===== src/hdl/spq_pkg.sv =====
// ----------------------------------------------------------------------------
// spq_pkg
// shared types, codes and defaults of the sorted priority queue
// ----------------------------------------------------------------------------
`default_nettype none

package spq_pkg;

    localparam int DEPTH_DEF       = 16;
    localparam int BLOCK_WIDTH_DEF = 32;
    localparam int BLOCK_PORT_W    = 32;
    localparam int MAX_BLOCK_W     = 64;
    localparam int KEY_W           = 32;
    localparam int COUNT_PORT_W    = 5;
    localparam int CFG_IDX_W       = 1;
    localparam int CFG_DATA_W      = 1;

    typedef enum logic [1:0] {
        OP_PUSH  = 2'd0,
        OP_POP   = 2'd1,
        OP_QUERY = 2'd2
    } t_op;

    typedef enum logic [1:0] {
        ST_OK    = 2'd0,
        ST_FULL  = 2'd1,
        ST_EMPTY = 2'd2
    } t_status;

    typedef enum logic [CFG_IDX_W-1:0] {
        REG_DESCENDING = 1'd0,
        REG_TIES_AFTER = 1'd1
    } t_reg_idx;

    typedef enum logic [1:0] {
        WR_NEW,
        WR_CARRY,
        WR_RDATA
    } t_wr_sel;

    typedef struct packed {
        logic    take;
        logic    pop_ok;
        logic    rd_en;
        logic    wr_en;
        t_wr_sel wr_sel;
        logic    carry_ld;
        logic    out_ld;
        logic    out_nonempty;
    } t_cmd;

endpackage

`default_nettype wire


===== src/hdl/sorted_priority_queue.sv =====
// ----------------------------------------------------------------------------
// sorted_priority_queue
// insertion sorted priority queue of blocks keyed by signed priority
// ----------------------------------------------------------------------------
// input channel (i_in_valid / o_in_stall) takes one transaction: push, pop or
// query; output channel (o_out_valid / i_out_stall) returns one result per
// transaction with status, popped block, front block, count and flags.
// entries sit in one ram with a single read and a single write port, and
// a push that is not full or a pop of more than one entry walks it one entry
// per cycle; a push walks every stored entry and one more slot, a pop shifts
// each entry behind the front one slot forward. query, push when full and pop
// when empty or of the last entry go straight to hand-off with no walk.
// a new transaction is accepted the cycle after the result is loaded.
// o_in_stall is high while a transaction is in work; a stalled result waits
// in the output register and holds the next transaction at hand-off.
// synchronous reset empties the queue and sets ascending order with ties
// placed after equal priorities; ram contents are not cleared.
// configuration is written through i_cfg_wr_en / i_cfg_index / i_cfg_data.
// ----------------------------------------------------------------------------
`default_nettype none

module sorted_priority_queue #(
    parameter int DEPTH       = spq_pkg::DEPTH_DEF,
    parameter int BLOCK_WIDTH = spq_pkg::BLOCK_WIDTH_DEF
) (
    input  wire logic                                i_clk,
    input  wire logic                                i_rst_n,
    input  wire logic                                i_cfg_wr_en,
    input  wire logic [spq_pkg::CFG_IDX_W-1:0]       i_cfg_index,
    input  wire logic [spq_pkg::CFG_DATA_W-1:0]      i_cfg_data,
    input  wire logic                                i_in_valid,
    output logic                                     o_in_stall,
    input  wire logic [1:0]                          i_operation,
    input  wire logic [spq_pkg::BLOCK_PORT_W-1:0]    i_block_value,
    input  wire logic signed [spq_pkg::KEY_W-1:0]    i_priority_req,
    output logic                                     o_out_valid,
    input  wire logic                                i_out_stall,
    output logic [1:0]                               o_status,
    output logic [spq_pkg::BLOCK_PORT_W-1:0]         o_popped_block,
    output logic [spq_pkg::BLOCK_PORT_W-1:0]         o_front_block,
    output logic [spq_pkg::COUNT_PORT_W-1:0]         o_entry_count,
    output logic                                     o_is_empty,
    output logic                                     o_is_full
);

    localparam int AW = $clog2(DEPTH);

    logic               r_descending;
    logic               r_ties_after;
    spq_pkg::t_cmd      cmd;
    logic [AW-1:0]      rd_addr;
    logic [AW-1:0]      wr_addr;
    logic               goes_after;

    always_ff @(posedge i_clk) begin
        if (!i_rst_n) begin
            r_descending <= 1'b0;
            r_ties_after <= 1'b1;
        end else if (i_cfg_wr_en) begin
            case (i_cfg_index)
                spq_pkg::REG_DESCENDING: r_descending <= i_cfg_data[0];
                spq_pkg::REG_TIES_AFTER: r_ties_after <= i_cfg_data[0];
                default: begin
                    r_descending <= r_descending;
                end
            endcase
        end
    end

    spq_controller #(
        .DEPTH (DEPTH)
    ) u_ctrl (
        .i_clk         (i_clk),
        .i_rst_n       (i_rst_n),
        .i_in_valid    (i_in_valid),
        .i_operation   (i_operation),
        .i_out_stall   (i_out_stall),
        .i_goes_after  (goes_after),
        .o_in_stall    (o_in_stall),
        .o_cmd         (cmd),
        .o_rd_addr     (rd_addr),
        .o_wr_addr     (wr_addr),
        .o_out_valid   (o_out_valid),
        .o_status      (o_status),
        .o_entry_count (o_entry_count),
        .o_is_empty    (o_is_empty),
        .o_is_full     (o_is_full)
    );

    spq_datapath #(
        .DEPTH       (DEPTH),
        .BLOCK_WIDTH (BLOCK_WIDTH)
    ) u_dp (
        .i_clk          (i_clk),
        .i_cmd          (cmd),
        .i_rd_addr      (rd_addr),
        .i_wr_addr      (wr_addr),
        .i_block_value  (i_block_value),
        .i_priority_req (i_priority_req),
        .i_descending   (r_descending),
        .i_ties_after   (r_ties_after),
        .o_goes_after   (goes_after),
        .o_popped_block (o_popped_block),
        .o_front_block  (o_front_block)
    );

endmodule

`default_nettype wire


===== src/hdl/spq_ram.sv =====
// ----------------------------------------------------------------------------
// spq_ram
// generic single write port, single read port ram with registered read
// ----------------------------------------------------------------------------
`default_nettype none

module spq_ram #(
    parameter int WIDTH = 8,
    parameter int DEPTH = 16
) (
    input  wire logic                     i_clk,
    input  wire logic                     i_wr_en,
    input  wire logic [$clog2(DEPTH)-1:0] i_wr_addr,
    input  wire logic [WIDTH-1:0]         i_wr_data,
    input  wire logic                     i_rd_en,
    input  wire logic [$clog2(DEPTH)-1:0] i_rd_addr,
    output logic      [WIDTH-1:0]         o_rd_data
);

    logic [WIDTH-1:0] r_mem [DEPTH];
    logic [WIDTH-1:0] r_rd_data;

    always_ff @(posedge i_clk) begin
        if (i_wr_en) begin
            r_mem[i_wr_addr] <= i_wr_data;
        end
        if (i_rd_en) begin
            r_rd_data <= r_mem[i_rd_addr];
        end
    end

    assign o_rd_data = r_rd_data;

endmodule

`default_nettype wire


===== src/hdl/spq_datapath.sv =====
// ----------------------------------------------------------------------------
// spq_datapath
// entry ram, new entry and carry registers, front tracking and key compare
// ----------------------------------------------------------------------------
`default_nettype none

module spq_datapath #(
    parameter int DEPTH       = spq_pkg::DEPTH_DEF,
    parameter int BLOCK_WIDTH = spq_pkg::BLOCK_WIDTH_DEF
) (
    input  wire logic                              i_clk,
    input  wire spq_pkg::t_cmd                     i_cmd,
    input  wire logic [$clog2(DEPTH)-1:0]          i_rd_addr,
    input  wire logic [$clog2(DEPTH)-1:0]          i_wr_addr,
    input  wire logic [spq_pkg::BLOCK_PORT_W-1:0]  i_block_value,
    input  wire logic signed [spq_pkg::KEY_W-1:0]  i_priority_req,
    input  wire logic                              i_descending,
    input  wire logic                              i_ties_after,
    output logic                                   o_goes_after,
    output logic [spq_pkg::BLOCK_PORT_W-1:0]       o_popped_block,
    output logic [spq_pkg::BLOCK_PORT_W-1:0]       o_front_block
);

    localparam int AW = $clog2(DEPTH);
    localparam int KW = spq_pkg::KEY_W;
    localparam int EW = BLOCK_WIDTH + KW;

    logic [spq_pkg::MAX_BLOCK_W-1:0] in_blk_ext;
    logic [spq_pkg::MAX_BLOCK_W-1:0] front_ext;
    logic [spq_pkg::MAX_BLOCK_W-1:0] popped_ext;
    logic [BLOCK_WIDTH-1:0]          r_new_blk;
    logic signed [KW-1:0]            r_new_key;
    logic [EW-1:0]                   r_carry;
    logic [BLOCK_WIDTH-1:0]          r_front;
    logic [BLOCK_WIDTH-1:0]          r_popped;
    logic [spq_pkg::BLOCK_PORT_W-1:0] r_out_popped;
    logic [spq_pkg::BLOCK_PORT_W-1:0] r_out_front;
    logic [EW-1:0]                   rd_data;
    logic [EW-1:0]                   wr_data;
    logic signed [KW-1:0]            stored_key;

    assign in_blk_ext = spq_pkg::MAX_BLOCK_W'(i_block_value);

    always_comb begin
        case (i_cmd.wr_sel)
            spq_pkg::WR_NEW:   wr_data = {r_new_blk, r_new_key};
            spq_pkg::WR_CARRY: wr_data = r_carry;
            spq_pkg::WR_RDATA: wr_data = rd_data;
            default:           wr_data = rd_data;
        endcase
    end

    spq_ram #(
        .WIDTH (EW),
        .DEPTH (DEPTH)
    ) u_entries (
        .i_clk     (i_clk),
        .i_wr_en   (i_cmd.wr_en),
        .i_wr_addr (i_wr_addr),
        .i_wr_data (wr_data),
        .i_rd_en   (i_cmd.rd_en),
        .i_rd_addr (i_rd_addr),
        .o_rd_data (rd_data)
    );

    // new entry follows a better key, or an equal one when ties go after
    assign stored_key = $signed(rd_data[KW-1:0]);

    always_comb begin
        if (r_new_key == stored_key) begin
            o_goes_after = i_ties_after;
        end else if (i_descending) begin
            o_goes_after = stored_key > r_new_key;
        end else begin
            o_goes_after = stored_key < r_new_key;
        end
    end

    assign front_ext  = spq_pkg::MAX_BLOCK_W'(r_front);
    assign popped_ext = spq_pkg::MAX_BLOCK_W'(r_popped);

    always_ff @(posedge i_clk) begin
        if (i_cmd.take) begin
            r_new_blk <= in_blk_ext[BLOCK_WIDTH-1:0];
            r_new_key <= i_priority_req;
            r_popped  <= i_cmd.pop_ok ? r_front : '0;
        end
        if (i_cmd.carry_ld) begin
            r_carry <= rd_data;
        end
        if (i_cmd.wr_en && (i_wr_addr == AW'(0))) begin
            r_front <= wr_data[EW-1:KW];
        end
        if (i_cmd.out_ld) begin
            r_out_popped <= popped_ext[spq_pkg::BLOCK_PORT_W-1:0];
            r_out_front  <= i_cmd.out_nonempty ? front_ext[spq_pkg::BLOCK_PORT_W-1:0] : '0;
        end
    end

    assign o_popped_block = r_out_popped;
    assign o_front_block  = r_out_front;

endmodule

`default_nettype wire


===== src/hdl/spq_controller.sv =====
// ----------------------------------------------------------------------------
// spq_controller
// transaction sequencer: sorted insert walk, pop shift walk, result hand-off
// ----------------------------------------------------------------------------
`default_nettype none

module spq_controller #(
    parameter int DEPTH = spq_pkg::DEPTH_DEF
) (
    input  wire logic                               i_clk,
    input  wire logic                               i_rst_n,
    input  wire logic                               i_in_valid,
    input  wire logic [1:0]                         i_operation,
    input  wire logic                               i_out_stall,
    input  wire logic                               i_goes_after,
    output logic                                    o_in_stall,
    output spq_pkg::t_cmd                           o_cmd,
    output logic [$clog2(DEPTH)-1:0]                o_rd_addr,
    output logic [$clog2(DEPTH)-1:0]                o_wr_addr,
    output logic                                    o_out_valid,
    output logic [1:0]                              o_status,
    output logic [spq_pkg::COUNT_PORT_W-1:0]        o_entry_count,
    output logic                                    o_is_empty,
    output logic                                    o_is_full
);

    localparam int AW = $clog2(DEPTH);
    localparam int CW = $clog2(DEPTH + 1);
    localparam int XW = (CW > spq_pkg::COUNT_PORT_W) ? CW : spq_pkg::COUNT_PORT_W;

    typedef enum logic [1:0] {
        S_IDLE,
        S_PUSH,
        S_POP,
        S_DONE
    } t_state;

    t_state           r_state,      n_state;
    logic [AW-1:0]    r_idx,        n_idx;
    logic [CW-1:0]    r_count,      n_count;
    logic             r_ins,        n_ins;
    spq_pkg::t_status r_status,     n_status;
    logic             r_out_valid,  n_out_valid;
    spq_pkg::t_status r_out_status, n_out_status;
    logic [CW-1:0]    r_out_count,  n_out_count;
    logic             r_out_empty,  n_out_empty;
    logic             r_out_full,   n_out_full;

    logic             last;
    logic             ins_here;
    logic [XW-1:0]    count_ext;

    assign last     = (CW'(r_idx) == r_count);
    assign ins_here = !r_ins && (last || !i_goes_after);

    always_comb begin
        n_state      = r_state;
        n_idx        = r_idx;
        n_count      = r_count;
        n_ins        = r_ins;
        n_status     = r_status;
        n_out_valid  = r_out_valid;
        n_out_status = r_out_status;
        n_out_count  = r_out_count;
        n_out_empty  = r_out_empty;
        n_out_full   = r_out_full;
        o_cmd        = '0;
        o_cmd.wr_sel = spq_pkg::WR_NEW;
        o_rd_addr    = r_idx + AW'(1);
        o_wr_addr    = r_idx;

        if (r_out_valid && !i_out_stall) begin
            n_out_valid = 1'b0;
        end

        case (r_state)
            S_IDLE: begin
                if (i_in_valid) begin
                    o_cmd.take = 1'b1;
                    n_idx      = '0;
                    n_ins      = 1'b0;
                    n_status   = spq_pkg::ST_OK;
                    n_state    = S_DONE;
                    case (i_operation)
                        spq_pkg::OP_PUSH: begin
                            if (r_count == CW'(DEPTH)) begin
                                n_status = spq_pkg::ST_FULL;
                            end else begin
                                o_cmd.rd_en = 1'b1;
                                o_rd_addr   = '0;
                                n_state     = S_PUSH;
                            end
                        end
                        spq_pkg::OP_POP: begin
                            if (r_count == '0) begin
                                n_status = spq_pkg::ST_EMPTY;
                            end else if (r_count == CW'(1)) begin
                                o_cmd.pop_ok = 1'b1;
                                n_count      = '0;
                            end else begin
                                o_cmd.pop_ok = 1'b1;
                                o_cmd.rd_en  = 1'b1;
                                o_rd_addr    = AW'(1);
                                n_idx        = AW'(1);
                                n_state      = S_POP;
                            end
                        end
                        default: begin
                            n_state = S_DONE;
                        end
                    endcase
                end
            end
            S_PUSH: begin
                o_cmd.rd_en    = 1'b1;
                o_cmd.carry_ld = 1'b1;
                o_cmd.wr_en    = ins_here || r_ins;
                o_cmd.wr_sel   = ins_here ? spq_pkg::WR_NEW : spq_pkg::WR_CARRY;
                n_ins          = r_ins || ins_here;
                if (last) begin
                    n_count = r_count + CW'(1);
                    n_state = S_DONE;
                end else begin
                    n_idx = r_idx + AW'(1);
                end
            end
            S_POP: begin
                o_cmd.rd_en  = 1'b1;
                o_cmd.wr_en  = 1'b1;
                o_cmd.wr_sel = spq_pkg::WR_RDATA;
                o_wr_addr    = r_idx - AW'(1);
                if (CW'(r_idx) == (r_count - CW'(1))) begin
                    n_count = r_count - CW'(1);
                    n_state = S_DONE;
                end else begin
                    n_idx = r_idx + AW'(1);
                end
            end
            S_DONE: begin
                if (!r_out_valid || !i_out_stall) begin
                    o_cmd.out_ld       = 1'b1;
                    o_cmd.out_nonempty = (r_count != '0);
                    n_out_valid        = 1'b1;
                    n_out_status       = r_status;
                    n_out_count        = r_count;
                    n_out_empty        = (r_count == '0);
                    n_out_full         = (r_count == CW'(DEPTH));
                    n_state            = S_IDLE;
                end
            end
            default: begin
                n_state = S_IDLE;
            end
        endcase
    end

    always_ff @(posedge i_clk) begin
        if (!i_rst_n) begin
            r_state      <= S_IDLE;
            r_idx        <= '0;
            r_count      <= '0;
            r_ins        <= 1'b0;
            r_status     <= spq_pkg::ST_OK;
            r_out_valid  <= 1'b0;
            r_out_status <= spq_pkg::ST_OK;
            r_out_count  <= '0;
            r_out_empty  <= 1'b1;
            r_out_full   <= 1'b0;
        end else begin
            r_state      <= n_state;
            r_idx        <= n_idx;
            r_count      <= n_count;
            r_ins        <= n_ins;
            r_status     <= n_status;
            r_out_valid  <= n_out_valid;
            r_out_status <= n_out_status;
            r_out_count  <= n_out_count;
            r_out_empty  <= n_out_empty;
            r_out_full   <= n_out_full;
        end
    end

    assign count_ext     = XW'(r_out_count);
    assign o_in_stall    = (r_state != S_IDLE);
    assign o_out_valid   = r_out_valid;
    assign o_status      = r_out_status;
    assign o_entry_count = count_ext[spq_pkg::COUNT_PORT_W-1:0];
    assign o_is_empty    = r_out_empty;
    assign o_is_full     = r_out_full;

endmodule

`default_nettype wire


===== config.mk =====
export PLATFORM = sky130hd
export DESIGN_NAME = sorted_priority_queue
export DESIGN_NICKNAME = d
export VERILOG_FILES = /design/src/hdl/spq_pkg.sv /design/src/hdl/sorted_priority_queue.sv /design/src/hdl/spq_ram.sv /design/src/hdl/spq_datapath.sv /design/src/hdl/spq_controller.sv
export SDC_FILE = /design/constraint.sdc
export NUM_CORES = 2
export LEC_CHECK = 0
export BUFFER_PORTS_ARGS = -buffer_cell sky130_fd_sc_hd__buf_2
export CAP_MARGIN = 20
export CORE_ASPECT_RATIO = 0.8
export CORE_MARGIN = 2
export CORE_UTILIZATION = 40
export CTS_CLUSTER_SIZE = 8
export DETAILED_ROUTE_END_ITERATION = 16
export GPL_TIMING_DRIVEN = 0
export HOLD_SLACK_MARGIN = 0.15
export PLACE_DENSITY = 0.63
export SLEW_MARGIN = 15
export SYNTH_ARGS = -nofsm -noshare
export SYNTH_HDL_FRONTEND = slang
export SYNTH_SLANG_ARGS = --single-unit

===== constraint.sdc =====
create_clock -name i_clk -period 21.5 [get_ports i_clk]
set_clock_uncertainty 0.1 [all_clocks]
set_input_delay 4.3 -clock i_clk [delete_from_list [all_inputs] [get_ports i_clk]]
set_output_delay 4.3 -clock i_clk [all_outputs]
set_load 0.02 [all_outputs]

==> out/results.ini <==
[hold_path]
min_to=u_dp.o_popped_block[23]
min_from=u_dp.r_popped[23]
hold_path_class=flop to flop
min_path_cells=0

[run]
drv_cap=0

[floorplan]
coreArea_sq_mm=0.131
io_pins=148
start_util_pct=40.2
die_w_um=410
rows=119
die-area_sq_mm=0.135
die_height_um=329

[timing]
finalSetupViolations=0
setup_ws_ps=14090
tns_ps=0
rsz0062_at_grt=false
max_slew.worst_pin.slew_ps=1190
final_hold_viol_count=0
timing.fmax_mhz=135
slew_headroom_pct=20.7
fin_crit_ps=7410
finalCritPeriodShare_pct=34.4
slew_violations=0

[detailed_routing]
routedWlPerCell_um=26.4
drt_iter0_drc=2963
drc=0
postRouteAntennaNets=0
vias_per_cell=5.57
wirelength_um=130000
drt-pass1-iter-count=6
vias=27289

[global_routing]
gr-total-overflow=0
grt_max_degree=74
grt.total_usage_pct=19.2
grt_pass1_wl_um=187000
first_global_vias=27159
antenna_found_initial=1

[clocking]
cts.sinks=1338
postCtsSetupRepairBufs=0
ctsHtreeMaxLevel=4
cts_buffers=185
cts_tree=yes
cts_hold_buf=0
cts-resized-gates=0
clk_latency_ps=790
clkTransAtPathRegs_ps=50
clock-root-buffer=clkbuf_16
cts_buffer_depth=3

[setup_path]
cp_data_arrival_time_ps=7830
cp-end-kind=flop
worstPathMaxFanout=10
path_class=input port to flop
worstRegToRegCells=11
timing.rr.end=u_dp.u_entries.r_mem[2][6]
r2r_slack_ps=15900
required_ps=21930
timing.rr.start=u_dp.u_entries.o_rd_data[31]
start_kind=input port

[placed_design]
port-buffer-count=147
gp_congestion=0.808
placed_cell_area_sq_mm=0.0580
dp_slack_ps=13300
hpwl_um=84300

[synth]
synth-warning-count=0
synth_area_per_cell_sq_um=20.1
synth_cell_types=57
yosysTopAreaCell=edfxtp_1
netlist_instances=2631
synthFlopType=edfxtp_1
syn-cell-area_sq_mm=0.0528
synth_top_area_share_pct=74.6
synth-seq-cells=1338
async_flop_share_pct=0
yosys-top-cells-area=edfxtp_1 75%, mux4_2 11%, mux2i_1 3.8%
synth_nets=2747
yosysSeqAreaShare_pct=75.6
synth_edf_count=1312

[power_and_ir_drop]
leakage_nw=20.8
peakVddDrop_uv=80.7
power.density_mw_per_mm2=140

[run_status]
status=complete, no violations

[cells_and_area]
drive_gt1_share_pct=27.5
finish.utilization_pct=48.3
area_growth_pct=20.1
stdcell_area_sq_mm=0.0634
layout_common_cells=1312 x edfxtp_1, 256 x mux4_2, 200 x mux2i_1
layout_commonest_cell=edfxtp_1
nets=3210

stage by stage:
stage | instances | hold WS (ps) | power [mW]
floorplan | 2631 | 300 | 5.34
global placement | 4532 | 303 | 6.18
detailed placement | 4612 | 305 | 6.27
CTS | 4847 | 303 | 8.89
global route | 4896 | 319 | 9.27
finish | 4898 | 302 | 8.90
how the worst max path moves through the flow:
| stage | from | endpoint | slack [ps] | cells past startpoint |
|---|---|---|---|---|
| after CTS | i_in_valid | u_dp.u_entries.o_rd_data[39] | 14130 | 11 |
| after detailed placement | i_in_valid | u_dp.u_entries.o_rd_data[39] | 13300 | 11 |
| after floorplan | i_in_valid | u_dp.u_entries.o_rd_data[0] | 12880 | 4 |
| after global placement | u_ctrl.r_state[1] | u_dp.u_entries.r_mem[2][19] | 4960 | 7 |
| after global routing | i_in_valid | u_dp.u_entries.o_rd_data[44] | 13990 | 11 |
| final | i_in_valid | u_dp.u_entries.o_rd_data[39] | 14090 | 11 |
critical path: stages:
cell     delay (ps)
buf_2           120
nand2_1         340
nor3_4          590
buf_8           220
nand2_1         120
o21ai_1         330
buf_2           470
buf_4           370
mux4_2          540
mux2i_1         300
mux2i_1         120
power by group:
group / switching, mW / internal [mW]
logic: 1.59 / 0.965
registers: 0.126 / 3.61
clock network: 1.05 / 1.55
total: 2.77 / 6.13
registers in the layout (all words and copies together) (netlist names), 32 cells and up:
register,count
u_dp.o_front_block,32
u_dp.r_carry,64
u_dp.u_entries.o_rd_data,64
u_dp.r_new_blk,32
u_dp.r_popped,32
u_dp.u_entries.r_mem,1024
u_dp.r_new_key,32
u_dp.o_popped_block,32
Yosys cell counts, types with 4 or more instances:
cell type / count
a22oi_1: 4
o2111ai_1: 65
dfxtp_1: 26
nor2b_1: 12
clkbuf_1: 46
mux2i_1: 200
nand4_1: 7
buf_2: 35
a21oi_1: 20
inv_1: 47
nor2_1: 26
nor4_1: 4
buf_4: 66
xnor2_1: 7
xor2_1: 6
mux4_2: 256
a21boi_0: 13
nor3_1: 6
a221oi_1: 4
edfxtp_1: 1312
o211ai_1: 65
o21ai_0: 48
ha_1: 43
nand2_1: 181
and2_1: 68
nand3_1: 15
logic make-up after synthesis:
family,Yosys count,synth area share [%]
buffers and inverters,199,1.97
and+or+nand+nor,339,3.08
xor gates and xnor gates,13,0.216
DFF,1338,75.6
AOI/OAI and AO/OA,243,3.39
muxes,456,14.7
adders and majority gates,43,1.02
per-layer routing:
layer	wire, um	vias up	global-route usage, %
li1	-	11660	-
met3	11100	180	4.55
met5	13	-	0
met1	57300	14236	28.1
met4	2690	2	5.66
met2	58500	1211	28.6
area by class of cell:
| cell class | count | area [sq um] |
|---|---|---|
| Tap cell | 1754 | 2190 |
| Buffer | 150 | 857 |
| Clock inverter | 14 | 278 |
| Fill cell | 10729 | 67900 |
| Multi-Input combinational cell | 1094 | 12100 |
| Timing Repair Buffer | 276 | 3100 |
| Clock buffer | 221 | 4810 |
| Antenna cell | 2 | 5.00 |
| Sequential cell | 1338 | 39900 |
| Inverter | 49 | 194 |
Note: power is estimated with default switching activity, not from simulation.
